## src/rtl/pin_command_line_parser_core_macros.svh

```systemverilog
// Assertion macros for the pin command line parser core.
// Taken in by the top level; no other dependencies.
`ifndef PIN_COMMAND_LINE_PARSER_CORE_MACROS_SVH
`define PIN_COMMAND_LINE_PARSER_CORE_MACROS_SVH

// Same-cycle implication, checked out of reset.
`define PCLP_ASSERT_NOW(lbl, clk_s, rstn_s, ante, cons) \
  lbl: assert property (@(posedge clk_s) disable iff (!rstn_s) (ante) |-> (cons)) \
    else $error("pclp assertion failed");

// Next-cycle implication, checked out of reset.
`define PCLP_ASSERT_NEXT(lbl, clk_s, rstn_s, ante, cons) \
  lbl: assert property (@(posedge clk_s) disable iff (!rstn_s) (ante) |=> (cons)) \
    else $error("pclp assertion failed");

`endif

```

## src/rtl/pclp_pkg.sv

```systemverilog
// Shared types and codes of the pin command line parser.
// No dependencies; used by every module.
package pclp_pkg;

  localparam int FIFO_DEPTH = 2;

  localparam logic [7:0] CH_UM    = 8'h4D;
  localparam logic [7:0] CH_UG    = 8'h47;
  localparam logic [7:0] CH_US    = 8'h53;
  localparam logic [7:0] CH_UI    = 8'h49;
  localparam logic [7:0] CH_UO    = 8'h4F;
  localparam logic [7:0] CH_UA    = 8'h41;
  localparam logic [7:0] CH_UF    = 8'h46;
  localparam logic [7:0] CH_LI    = 8'h69;
  localparam logic [7:0] CH_LN    = 8'h6E;
  localparam logic [7:0] CH_LE    = 8'h65;
  localparam logic [7:0] CH_LO    = 8'h6F;
  localparam logic [7:0] CH_LD    = 8'h64;
  localparam logic [7:0] CH_LT    = 8'h74;
  localparam logic [7:0] CH_NL    = 8'h0A;
  localparam logic [7:0] CH_SPACE = 8'h20;
  localparam logic [7:0] CH_EQ    = 8'h3D;
  localparam logic [7:0] CH_D0    = 8'h30;
  localparam logic [7:0] CH_D7    = 8'h37;

  localparam logic [1:0] CMD_MODE = 2'd0;
  localparam logic [1:0] CMD_SET  = 2'd1;
  localparam logic [1:0] CMD_GET  = 2'd2;
  localparam logic [1:0] CMD_NONE = 2'd3;

  localparam logic [2:0] VAL_INPUT  = 3'd2;
  localparam logic [2:0] VAL_OUTPUT = 3'd3;
  localparam logic [2:0] VAL_ANALOG = 3'd4;

  localparam logic [3:0] STS_OK       = 4'd0;
  localparam logic [3:0] STS_BAD_CMD  = 4'd1;
  localparam logic [3:0] STS_BAD_PORT = 4'd2;
  localparam logic [3:0] STS_BAD_PIN  = 4'd3;
  localparam logic [3:0] STS_BAD_VAL  = 4'd4;
  localparam logic [3:0] STS_WANT_N   = 4'd5;
  localparam logic [3:0] STS_WANT_T   = 4'd6;
  localparam logic [3:0] STS_WANT_D   = 4'd7;
  localparam logic [3:0] STS_WANT_E   = 4'd8;
  localparam logic [3:0] STS_OTHER    = 4'd9;

  typedef enum logic [3:0] {
    TK_RESTART,
    TK_NL,
    TK_CMD,
    TK_I,
    TK_N,
    TK_E,
    TK_O,
    TK_D,
    TK_T,
    TK_PORT,
    TK_DIGIT,
    TK_SPACE,
    TK_EQ,
    TK_MODEV,
    TK_OTHER
  } tok_kind_t;

  typedef struct packed {
    tok_kind_t  kind;
    logic [2:0] arg;
  } tok_t;

  typedef struct packed {
    logic valid;
    tok_t tok;
  } q_head_t;

endpackage

```

## src/rtl/pclp_if.sv

```systemverilog
// Handshake channels of the pin command line parser.
// Depends on nothing; payload widths follow the port list.
interface pclp_in_if;
  logic       valid;
  logic       ready;
  logic [7:0] ch;
  logic       restart;
  modport source (output valid, output ch, output restart, input ready);
  modport sink (input valid, input ch, input restart, output ready);
endinterface

interface pclp_out_if;
  logic       valid;
  logic       ready;
  logic       line_done;
  logic [3:0] status;
  logic [1:0] command;
  logic [2:0] port;
  logic [2:0] pin;
  logic [2:0] value;
  modport source (output valid, output line_done, output status, output command,
                  output port, output pin, output value, input ready);
  modport sink (input valid, input line_done, input status, input command,
                input port, input pin, input value, output ready);
endinterface

```

## src/rtl/pin_command_line_parser_core.sv

```systemverilog
// Pin command line parser: one result word for every accepted character word.
// An accepted word is written into the token queue, then registered in the result register.
// Throughput: one word per cycle while the queue is not full; the line state machine takes a token on every pop.
// The token queue (FIFO_DEPTH words) and the result register absorb output stalls.
// Reset (rst_n low, synchronous) empties the queue and returns to the command state.
`include "pin_command_line_parser_core_macros.svh"

module pin_command_line_parser_core #(
  parameter int FIFO_DEPTH = pclp_pkg::FIFO_DEPTH
) (
  input  logic        clk,
  input  logic        rst_n,
  pclp_in_if.sink     in_chan,
  pclp_out_if.source  out_chan
);

  logic              push;
  logic              pop;
  logic              q_full;
  pclp_pkg::tok_t    push_tok;
  pclp_pkg::q_head_t head;

  pclp_front u_front (
    .in_chan  (in_chan),
    .q_full   (q_full),
    .push     (push),
    .push_tok (push_tok)
  );

  pclp_fifo #(
    .DEPTH (FIFO_DEPTH)
  ) u_fifo (
    .clk      (clk),
    .rst_n    (rst_n),
    .push     (push),
    .push_tok (push_tok),
    .pop      (pop),
    .head     (head),
    .full     (q_full)
  );

  pclp_back u_back (
    .clk      (clk),
    .rst_n    (rst_n),
    .head     (head),
    .pop      (pop),
    .out_chan (out_chan)
  );

  `PCLP_ASSERT_NOW(a_idle_fields_zero, clk, rst_n,
    out_chan.valid && !out_chan.line_done,
    out_chan.status == 4'd0 && out_chan.command == 2'd0 && out_chan.port == 3'd0 &&
    out_chan.pin == 3'd0 && out_chan.value == 3'd0)
  `PCLP_ASSERT_NOW(a_error_fields_zero, clk, rst_n,
    out_chan.valid && out_chan.status != pclp_pkg::STS_OK,
    out_chan.line_done && out_chan.command == 2'd0 && out_chan.port == 3'd0 &&
    out_chan.pin == 3'd0 && out_chan.value == 3'd0)
  `PCLP_ASSERT_NEXT(a_pop_fills_output, clk, rst_n, pop, out_chan.valid)
  `PCLP_ASSERT_NEXT(a_accept_kept, clk, rst_n,
    in_chan.valid && in_chan.ready, head.valid || out_chan.valid)

endmodule

```

## src/rtl/pclp_front.sv

```systemverilog
// Front end: classifies each incoming character into a token word.
// Depends on pclp_pkg and pclp_in_if.
module pclp_front (
  pclp_in_if.sink          in_chan,
  input  logic             q_full,
  output logic             push,
  output pclp_pkg::tok_t   push_tok
);

  logic [7:0] port_off;
  logic [7:0] pin_off;

  assign port_off = in_chan.ch - pclp_pkg::CH_UA;
  assign pin_off  = in_chan.ch - pclp_pkg::CH_D0;

  assign in_chan.ready = !q_full;
  assign push          = in_chan.valid && !q_full;

  always_comb begin
    push_tok.kind = pclp_pkg::TK_OTHER;
    push_tok.arg  = 3'd0;
    if (in_chan.restart) begin
      push_tok.kind = pclp_pkg::TK_RESTART;
    end else begin
      case (in_chan.ch)
        pclp_pkg::CH_NL: push_tok.kind = pclp_pkg::TK_NL;
        pclp_pkg::CH_UM: begin
          push_tok.kind = pclp_pkg::TK_CMD;
          push_tok.arg  = {1'b0, pclp_pkg::CMD_MODE};
        end
        pclp_pkg::CH_US: begin
          push_tok.kind = pclp_pkg::TK_CMD;
          push_tok.arg  = {1'b0, pclp_pkg::CMD_SET};
        end
        pclp_pkg::CH_UG: begin
          push_tok.kind = pclp_pkg::TK_CMD;
          push_tok.arg  = {1'b0, pclp_pkg::CMD_GET};
        end
        pclp_pkg::CH_UI: begin
          push_tok.kind = pclp_pkg::TK_MODEV;
          push_tok.arg  = pclp_pkg::VAL_INPUT;
        end
        pclp_pkg::CH_UO: begin
          push_tok.kind = pclp_pkg::TK_MODEV;
          push_tok.arg  = pclp_pkg::VAL_OUTPUT;
        end
        pclp_pkg::CH_LI:    push_tok.kind = pclp_pkg::TK_I;
        pclp_pkg::CH_LN:    push_tok.kind = pclp_pkg::TK_N;
        pclp_pkg::CH_LE:    push_tok.kind = pclp_pkg::TK_E;
        pclp_pkg::CH_LO:    push_tok.kind = pclp_pkg::TK_O;
        pclp_pkg::CH_LD:    push_tok.kind = pclp_pkg::TK_D;
        pclp_pkg::CH_LT:    push_tok.kind = pclp_pkg::TK_T;
        pclp_pkg::CH_SPACE: push_tok.kind = pclp_pkg::TK_SPACE;
        pclp_pkg::CH_EQ:    push_tok.kind = pclp_pkg::TK_EQ;
        default: begin
          if (in_chan.ch inside {[pclp_pkg::CH_UA:pclp_pkg::CH_UF]}) begin
            push_tok.kind = pclp_pkg::TK_PORT;
            push_tok.arg  = port_off[2:0];
          end else if (in_chan.ch inside {[pclp_pkg::CH_D0:pclp_pkg::CH_D7]}) begin
            push_tok.kind = pclp_pkg::TK_DIGIT;
            push_tok.arg  = pin_off[2:0];
          end
        end
      endcase
    end
  end

endmodule

```

## src/rtl/pclp_fifo.sv

```systemverilog
// Token queue between the classifying front end and the parsing back end.
// Depends on pclp_pkg.
module pclp_fifo #(
  parameter int DEPTH = pclp_pkg::FIFO_DEPTH
) (
  input  logic               clk,
  input  logic               rst_n,
  input  logic               push,
  input  pclp_pkg::tok_t     push_tok,
  input  logic               pop,
  output pclp_pkg::q_head_t  head,
  output logic               full
);

  localparam int PTR_W = $clog2(DEPTH);
  localparam int CNT_W = $clog2(DEPTH + 1);

  pclp_pkg::tok_t   mem [DEPTH];
  logic [PTR_W-1:0] wr_ptr_r, wr_ptr_nxt;
  logic [PTR_W-1:0] rd_ptr_r, rd_ptr_nxt;
  logic [CNT_W-1:0] count_r, count_nxt;

  assign full       = (count_r == CNT_W'(DEPTH));
  assign head.valid = (count_r != '0);
  assign head.tok   = mem[rd_ptr_r];

  always_comb begin
    wr_ptr_nxt = wr_ptr_r;
    rd_ptr_nxt = rd_ptr_r;
    if (push) begin
      wr_ptr_nxt = (wr_ptr_r == PTR_W'(DEPTH - 1)) ? '0 : wr_ptr_r + 1'b1;
    end
    if (pop) begin
      rd_ptr_nxt = (rd_ptr_r == PTR_W'(DEPTH - 1)) ? '0 : rd_ptr_r + 1'b1;
    end
    count_nxt = CNT_W'(count_r + CNT_W'(push) - CNT_W'(pop));
  end

  always_ff @(posedge clk) begin
    if (!rst_n) begin
      wr_ptr_r <= '0;
      rd_ptr_r <= '0;
      count_r  <= '0;
    end else begin
      wr_ptr_r <= wr_ptr_nxt;
      rd_ptr_r <= rd_ptr_nxt;
      count_r  <= count_nxt;
    end
  end

  always_ff @(posedge clk) begin
    if (push) begin
      mem[wr_ptr_r] <= push_tok;
    end
  end

endmodule

```

## src/rtl/pclp_back.sv

```systemverilog
// Back end: runs the line state machine on token words and registers results.
// Depends on pclp_pkg and pclp_out_if.
module pclp_back (
  input  logic               clk,
  input  logic               rst_n,
  input  pclp_pkg::q_head_t  head,
  output logic               pop,
  pclp_out_if.source         out_chan
);

  localparam logic [3:0] S_CMD   = 4'd0;
  localparam logic [3:0] S_N     = 4'd1;
  localparam logic [3:0] S_T     = 4'd2;
  localparam logic [3:0] S_D     = 4'd3;
  localparam logic [3:0] S_E     = 4'd4;
  localparam logic [3:0] S_PORT  = 4'd5;
  localparam logic [3:0] S_PIN   = 4'd6;
  localparam logic [3:0] S_VALUE = 4'd7;
  localparam logic [3:0] S_EOL   = 4'd8;
  localparam logic [3:0] S_ERR   = 4'd9;

  logic [3:0] state_r, state_nxt;
  logic [1:0] cmd_r, cmd_nxt;
  logic [2:0] port_r, port_nxt;
  logic [2:0] pin_r, pin_nxt;
  logic [2:0] val_r, val_nxt;

  logic       done;
  logic [3:0] sts;

  logic       out_valid_r;
  logic       line_done_r;
  logic [3:0] status_r;
  logic [1:0] command_r;
  logic [2:0] oport_r;
  logic [2:0] opin_r;
  logic [2:0] ovalue_r;

  pclp_pkg::tok_kind_t kind;
  logic [2:0]          arg;

  assign kind = head.tok.kind;
  assign arg  = head.tok.arg;
  assign pop  = head.valid && (!out_valid_r || out_chan.ready);

  always_comb begin
    state_nxt = state_r;
    cmd_nxt   = cmd_r;
    port_nxt  = port_r;
    pin_nxt   = pin_r;
    val_nxt   = val_r;
    done      = 1'b0;
    sts       = pclp_pkg::STS_OK;
    if (kind == pclp_pkg::TK_RESTART) begin
      state_nxt = S_CMD;
      cmd_nxt   = pclp_pkg::CMD_NONE;
      port_nxt  = 3'd0;
      pin_nxt   = 3'd0;
      val_nxt   = 3'd0;
    end else begin
      case (state_r)
        S_CMD: begin
          if (kind == pclp_pkg::TK_CMD) begin
            cmd_nxt   = arg[1:0];
            state_nxt = S_PORT;
          end else if (kind == pclp_pkg::TK_I) begin
            state_nxt = S_N;
          end else if (kind == pclp_pkg::TK_NL) begin
            done = 1'b1;
            sts  = pclp_pkg::STS_BAD_CMD;
          end else begin
            state_nxt = S_ERR;
          end
        end
        S_PORT: begin
          if (kind == pclp_pkg::TK_PORT) begin
            port_nxt  = arg;
            state_nxt = S_PIN;
          end else if (kind == pclp_pkg::TK_E) begin
            state_nxt = S_T;
          end else if (kind == pclp_pkg::TK_O) begin
            state_nxt = S_D;
          end else if (kind == pclp_pkg::TK_NL) begin
            done = 1'b1;
            sts  = pclp_pkg::STS_BAD_PORT;
          end else begin
            state_nxt = S_ERR;
          end
        end
        S_PIN: begin
          if (kind == pclp_pkg::TK_DIGIT) begin
            pin_nxt   = arg;
            state_nxt = (cmd_r == pclp_pkg::CMD_GET) ? S_EOL : S_VALUE;
          end else if (kind == pclp_pkg::TK_NL) begin
            done = 1'b1;
            sts  = pclp_pkg::STS_BAD_PIN;
          end else begin
            state_nxt = S_ERR;
          end
        end
        S_VALUE: begin
          if (kind == pclp_pkg::TK_SPACE || kind == pclp_pkg::TK_EQ) begin
            state_nxt = S_VALUE;
          end else if (kind == pclp_pkg::TK_DIGIT && arg[2:1] == 2'd0) begin
            if (cmd_r != pclp_pkg::CMD_SET) begin
              state_nxt = S_ERR;
            end else begin
              val_nxt   = arg;
              state_nxt = S_EOL;
            end
          end else if (kind == pclp_pkg::TK_MODEV ||
                       (kind == pclp_pkg::TK_PORT && arg == 3'd0)) begin
            if (cmd_r != pclp_pkg::CMD_MODE) begin
              state_nxt = S_ERR;
            end else begin
              val_nxt   = (kind == pclp_pkg::TK_MODEV) ? arg : pclp_pkg::VAL_ANALOG;
              state_nxt = S_EOL;
            end
          end else if (kind == pclp_pkg::TK_NL) begin
            done = 1'b1;
            sts  = pclp_pkg::STS_BAD_VAL;
          end else begin
            state_nxt = S_ERR;
          end
        end
        S_EOL: begin
          if (kind == pclp_pkg::TK_SPACE) begin
            state_nxt = S_EOL;
          end else if (kind == pclp_pkg::TK_NL) begin
            done = 1'b1;
            sts  = pclp_pkg::STS_OK;
          end else begin
            state_nxt = S_ERR;
          end
        end
        S_N: begin
          if (kind == pclp_pkg::TK_N) begin
            state_nxt = S_CMD;
          end else if (kind == pclp_pkg::TK_NL) begin
            done = 1'b1;
            sts  = pclp_pkg::STS_WANT_N;
          end else begin
            state_nxt = S_ERR;
          end
        end
        S_T: begin
          if (kind == pclp_pkg::TK_T) begin
            state_nxt = S_PORT;
          end else if (kind == pclp_pkg::TK_NL) begin
            done = 1'b1;
            sts  = pclp_pkg::STS_WANT_T;
          end else begin
            state_nxt = S_ERR;
          end
        end
        S_D: begin
          if (kind == pclp_pkg::TK_D) begin
            state_nxt = S_E;
          end else if (kind == pclp_pkg::TK_NL) begin
            done = 1'b1;
            sts  = pclp_pkg::STS_WANT_D;
          end else begin
            state_nxt = S_ERR;
          end
        end
        S_E: begin
          if (kind == pclp_pkg::TK_E) begin
            state_nxt = S_PORT;
          end else if (kind == pclp_pkg::TK_NL) begin
            done = 1'b1;
            sts  = pclp_pkg::STS_WANT_E;
          end else begin
            state_nxt = S_ERR;
          end
        end
        default: begin
          state_nxt = S_ERR;
          if (kind == pclp_pkg::TK_NL) begin
            done = 1'b1;
            sts  = pclp_pkg::STS_OTHER;
          end
        end
      endcase
      // every line end drops back to the start state
      if (done) begin
        state_nxt = S_CMD;
        cmd_nxt   = pclp_pkg::CMD_NONE;
        port_nxt  = 3'd0;
        pin_nxt   = 3'd0;
        val_nxt   = 3'd0;
      end
    end
  end

  always_ff @(posedge clk) begin
    if (!rst_n) begin
      state_r     <= S_CMD;
      cmd_r       <= pclp_pkg::CMD_NONE;
      port_r      <= 3'd0;
      pin_r       <= 3'd0;
      val_r       <= 3'd0;
      out_valid_r <= 1'b0;
    end else begin
      if (pop) begin
        state_r     <= state_nxt;
        cmd_r       <= cmd_nxt;
        port_r      <= port_nxt;
        pin_r       <= pin_nxt;
        val_r       <= val_nxt;
        out_valid_r <= 1'b1;
      end else if (out_chan.ready) begin
        out_valid_r <= 1'b0;
      end
    end
  end

  always_ff @(posedge clk) begin
    if (pop) begin
      line_done_r <= done;
      status_r    <= sts;
      if (done && sts == pclp_pkg::STS_OK) begin
        command_r <= cmd_r;
        oport_r   <= port_r;
        opin_r    <= pin_r;
        ovalue_r  <= (cmd_r == pclp_pkg::CMD_GET) ? 3'd0 : val_r;
      end else begin
        command_r <= 2'd0;
        oport_r   <= 3'd0;
        opin_r    <= 3'd0;
        ovalue_r  <= 3'd0;
      end
    end
  end

  assign out_chan.valid     = out_valid_r;
  assign out_chan.line_done = line_done_r;
  assign out_chan.status    = status_r;
  assign out_chan.command   = command_r;
  assign out_chan.port      = oport_r;
  assign out_chan.pin       = opin_r;
  assign out_chan.value     = ovalue_r;

endmodule
```

## src/flat_wrapper.sv

```systemverilog
// flat-port wrapper written by rule: the top's interface ports become plain ports
module pin_command_line_parser_core_flat 
#(
  parameter int FIFO_DEPTH = pclp_pkg::FIFO_DEPTH
)
  (clk, rst_n, in_chan_valid, in_chan_ch, in_chan_restart, in_chan_ready, out_chan_valid, out_chan_line_done, out_chan_status, out_chan_command, out_chan_port, out_chan_pin, out_chan_value, out_chan_ready);
  pclp_in_if in_chan_i ();
  pclp_out_if out_chan_i ();
  input  logic clk;
  input  logic rst_n;
  input wire logic [$bits(in_chan_i.valid)-1:0] in_chan_valid;
  input wire logic [$bits(in_chan_i.ch)-1:0] in_chan_ch;
  input wire logic [$bits(in_chan_i.restart)-1:0] in_chan_restart;
  output wire logic [$bits(in_chan_i.ready)-1:0] in_chan_ready;
  output wire logic [$bits(out_chan_i.valid)-1:0] out_chan_valid;
  output wire logic [$bits(out_chan_i.line_done)-1:0] out_chan_line_done;
  output wire logic [$bits(out_chan_i.status)-1:0] out_chan_status;
  output wire logic [$bits(out_chan_i.command)-1:0] out_chan_command;
  output wire logic [$bits(out_chan_i.port)-1:0] out_chan_port;
  output wire logic [$bits(out_chan_i.pin)-1:0] out_chan_pin;
  output wire logic [$bits(out_chan_i.value)-1:0] out_chan_value;
  input wire logic [$bits(out_chan_i.ready)-1:0] out_chan_ready;
  assign in_chan_i.valid = in_chan_valid;
  assign in_chan_i.ch = in_chan_ch;
  assign in_chan_i.restart = in_chan_restart;
  assign in_chan_ready = in_chan_i.ready;
  assign out_chan_valid = out_chan_i.valid;
  assign out_chan_line_done = out_chan_i.line_done;
  assign out_chan_status = out_chan_i.status;
  assign out_chan_command = out_chan_i.command;
  assign out_chan_port = out_chan_i.port;
  assign out_chan_pin = out_chan_i.pin;
  assign out_chan_value = out_chan_i.value;
  assign out_chan_i.ready = out_chan_ready;
  pin_command_line_parser_core #(.FIFO_DEPTH(FIFO_DEPTH)) u_core (.clk(clk), .rst_n(rst_n), .in_chan(in_chan_i), .out_chan(out_chan_i));
endmodule
```

## config.mk

```make
export PLATFORM = sky130hd
export DESIGN_NAME = pin_command_line_parser_core_flat
export DESIGN_NICKNAME = d
export VERILOG_FILES = /design/src/rtl/pclp_pkg.sv /design/src/rtl/pclp_if.sv /design/src/rtl/pin_command_line_parser_core.sv /design/src/rtl/pclp_front.sv /design/src/rtl/pclp_fifo.sv /design/src/rtl/pclp_back.sv /design/src/flat_wrapper.sv
export VERILOG_INCLUDE_DIRS = /design/src /design/src/rtl
export SDC_FILE = /design/constraint.sdc
export NUM_CORES = 1
export LEC_CHECK = 0
export BUFFER_PORTS_ARGS = -buffer_cell sky130_fd_sc_hd__buf_2
export CORE_MARGIN = 10
export CORE_UTILIZATION = 55
export CTS_BUF_LIST = sky130_fd_sc_hd__clkbuf_4 sky130_fd_sc_hd__clkbuf_8
export DETAILED_ROUTE_END_ITERATION = 7
export PLACE_DENSITY_LB_ADDON = 0.2
export SLEW_MARGIN = 20
export SYNTH_ARGS = -nofsm -noshare
export SYNTH_HDL_FRONTEND = slang
export SYNTH_SLANG_ARGS = --single-unit
```

## constraint.sdc

```tcl
create_clock -name clk -period 6.3 [get_ports clk]
set_clock_uncertainty 0.2 [all_clocks]
set_input_delay 0.315 -clock clk [delete_from_list [all_inputs] [get_ports clk]]
set_output_delay 0.315 -clock clk [all_outputs]
set_load 0.01 [all_outputs]
```

==> flow_summary.json <==
{
  "fin_crit_ps": 2907,
  "path_clk_slew_ps": 90,
  "dieHeight_um": 96.03,
  "wirelength_um": 7306,
  "yosysWarnings": 0,
  "die_area_um2": 9222,
  "grt_remaining_overflow": 0,
  "grt_pass1_wl_um": 11940,
  "fp.coreArea_um2": 5574,
  "worstHoldPathType": "primary input to flip-flop",
  "gp_congestion": 1.001,
  "cts_resized": 0,
  "dp_hpwl_um": 5528,
  "cts_sinks": 51,
  "syn-cell-area_um2": 3179,
  "drive_above_1_share_pct": 15.85,
  "power.density_nw_per_um2": 324.6,
  "h-tree-depth": 2,
  "cts_buffers": 5,
  "n_antenna_cell": 0,
  "post-place-ws_ps": 3434,
  "wire_per_inst_um": 16.68,
  "syn_inst": 343,
  "ir_drop_mv": 0.2324,
  "final_hold_viol_count": 0,
  "final_nets": 385,
  "drc": 0,
  "tns_ps": 0,
  "synth_ff_type": "edfxtp_1",
  "cp_max_fo": 27,
  "relSlewSlack_pct": 42.93,
  "critPathArrivalTime_ps": 2940,
  "slew_viol_final": 0,
  "crit_chain": "or3b_2, a222oi_1, and3b_1, o21bai_2, or2_1, o32ai_2",
  "ys_ff_latch": 51,
  "cp_slowest_cell": "dfxtp_1",
  "r2r_slack_ps": 3390,
  "clk_latency_ps": 310,
  "cp-start-kind": "flip-flop",
  "syn2layout_area_growth_pct": 7.005,
  "total_power_w": 0.001104,
  "cts_setup_buffers": 0,
  "grt_use_total_pct": 16.14,
  "syn_nets": 363,
  "grt_max_degree": 28,
  "setup_violations": 0,
  "via_count": 2694,
  "setup.worst_path.end_class": "flip-flop",
  "p_leak_nw": 1.263,
  "ant_nets": 0,
  "rows": 27,
  "tightest_slew_ps": 855.1,
  "synth-async-reset-ratio_pct": 0,
  "ios": 31,
  "clk_path_buf_depth": 2,
  "drtIter0Drc": 167,
  "cts_tree": "built",
  "antenna_found_initial": 0,
  "fmax_mhz": 344.0,
  "status": "finished, final reports clean",
  "yosysSeqAreaShare_pct": 41.56,
  "synth_edf_count": 30,
  "postSynthAreaPerCell_um2": 9.269,
  "cts_hold_buf": 0,
  "rsz0062_at_grt": "false",
  "port_buffers": 30,
  "n_fill_cell": 495,
  "cts_root_buf": "clkbuf_8",
  "vias_per_cell": 6.151,
  "dr.pass1.iters": 5,
  "die_width_um": 96.03,
  "start_util_pct": 57.04,
  "dpl.cell_count": 430,
  "cap_viol_max_count": 0,
  "slowest_delay_ps": 870,
  "grt_pass1_vias": 2557,
  "crit_required_ps": 6330,
  "fin_ws_ps": 3393,
  "instances_no_fill": 438,
  "crit_type": "flip-flop to flip-flop",
  "post-route-period-util_pct": 46.14,
  "ys_types": 63
}
report_power, final:
| part | leakage, nW | total [W] | switching, W | internal (W) |
|---|---|---|---|---|
| sequential | 0.460 | 0.000508 | 0.0000637 | 0.000444 |
| clock | 0.0516 | 0.000199 | 0.000109 | 0.0000900 |
| combinational | 0.751 | 0.000397 | 0.000246 | 0.000151 |
Yosys cell counts (4+ instances only):
cell type	n	area share [%]
nor2_1	45	5.3
edfxtp_1	30	28
nand2_1	26	3.1
dfxtp_1	21	13
a21oi_1	17	2.7
o21ai_0	13	2.0
and2_1	12	2.4
inv_1	12	1.4
mux2i_1	12	3.8
o22ai_1	12	2.4
nand3_1	10	1.6
nor3_1	10	1.6
clkbuf_1	9	1.1
ha_1	7	2.8
nand2b_1	6	1.2
nor2b_1	6	1.2
a31oi_1	5	0.98
clkbuf_8	5	2.2
a211oi_1	4	0.94
mux2_2	4	1.4
nor3b_1	4	0.94
o21a_1	4	0.94
o31ai_1	4	0.94
path summary, 6_finish.rpt:
check        depth (start not counted)                endpoint                   start
max                                  6  u_core.u_back.val_r[0]               flip-flop
min                                  2  u_core.u_back.cmd_r[0]                   rst_n
max reg2reg                          6  u_core.u_back.val_r[0]               flip-flop
min reg2reg                          2  u_core.u_back.val_r[1]  u_core.u_back.val_r[1]
flip-flops by register name (all words and copies together) (netlist names), 2 cells and up, named ones only:
| register | flops |
|---|---|
| u_core.u_back.out_chan.status | 4 |
| u_core.u_back.out_chan.pin | 3 |
| u_core.u_back.out_chan.value | 3 |
| u_core.u_fifo.count_r | 2 |
| u_core.u_back.port_r | 3 |
| u_core.u_fifo.mem | 14 |
| u_core.u_back.out_chan.port | 3 |
| u_core.u_back.state_r | 4 |
| u_core.u_back.pin_r | 3 |
| u_core.u_back.cmd_r | 2 |
| u_core.u_back.out_chan.command | 2 |
| u_core.u_back.val_r | 3 |
kinds of logic (layout without fill, tap and decap cells):
kind of cell | Yosys count | in the layout | share of synthesized area, %
compound gates | 87 | 87 | 19.24
xor+xnor | 6 | 6 | 1.653
fa+ha+maj | 7 | 7 | 2.755
buf+inv | 27 | 50 | 4.998
flops | 51 | 51 | 41.56
mux | 16 | 16 | 5.195
simple gates | 149 | 149 | 24.60
layer usage:
| metal | GRT usage [%] | vias up | wire, um |
|---|---|---|---|
| li1 | - | 1314 | - |
| met1 | 19.20 | 1277 | 3159 |
| met2 | 27.30 | 82 | 3646 |
| met3 | 3.424 | 21 | 320 |
| met4 | 7.248 | 0 | 179 |
| met5 | 0 | - | 0 |
worst max-delay path: cells and delay by family, from the launching register on:
family / cells / cell delay, ps
AO/OA/AOI/OAI: 3 / 730
flip-flops: 1 / 870
AND/OR/NAND/NOR: 3 / 1030
cells in the final DEF (no fill, tap or decap), types with 5 or more instances in the layout:
cell      netlist  routed
nor2_1         45      45
and2_1         12      12
nand3_1        10      10
nand2_1        26      26
inv_1          12      12
ha_1            7       7
buf_2           0      30
a31oi_1         5       5
nor3_1         10      10
o21ai_0        13      13
clkbuf_8        5       6
o22ai_1        12      12
dfxtp_1        21      21
edfxtp_1       30      30
mux2i_1        12      12
nand2b_1        6       6
a21oi_1        17      17
nor2b_1         6       6
stage by stage:
step	util [%]	hold slack, ps	cell area (um^2)
final	61.03	104.9	3402
after global routing	61.03	117.0	3402
after CTS	61.03	97.21	3402
after detailed placement	59.30	275.2	3306
after global placement	59.30	262.5	3306
after floorplan	-	241.6	3179
area by class of cell:
type                       instances  area, um^2  share of cell area (%)
clock buffer                       6       82.58                   2.427
sequential                        51        1321                   38.84
inverter                          12       45.04                   1.324
clock inverter                     2       13.76                  0.4046
multi-input combinational        265        1699                   49.94
timing repair buffer              30       150.1                   4.413
tap                               72       90.09                   2.648
No activity file was read; power rests on OpenSTA's default activity.
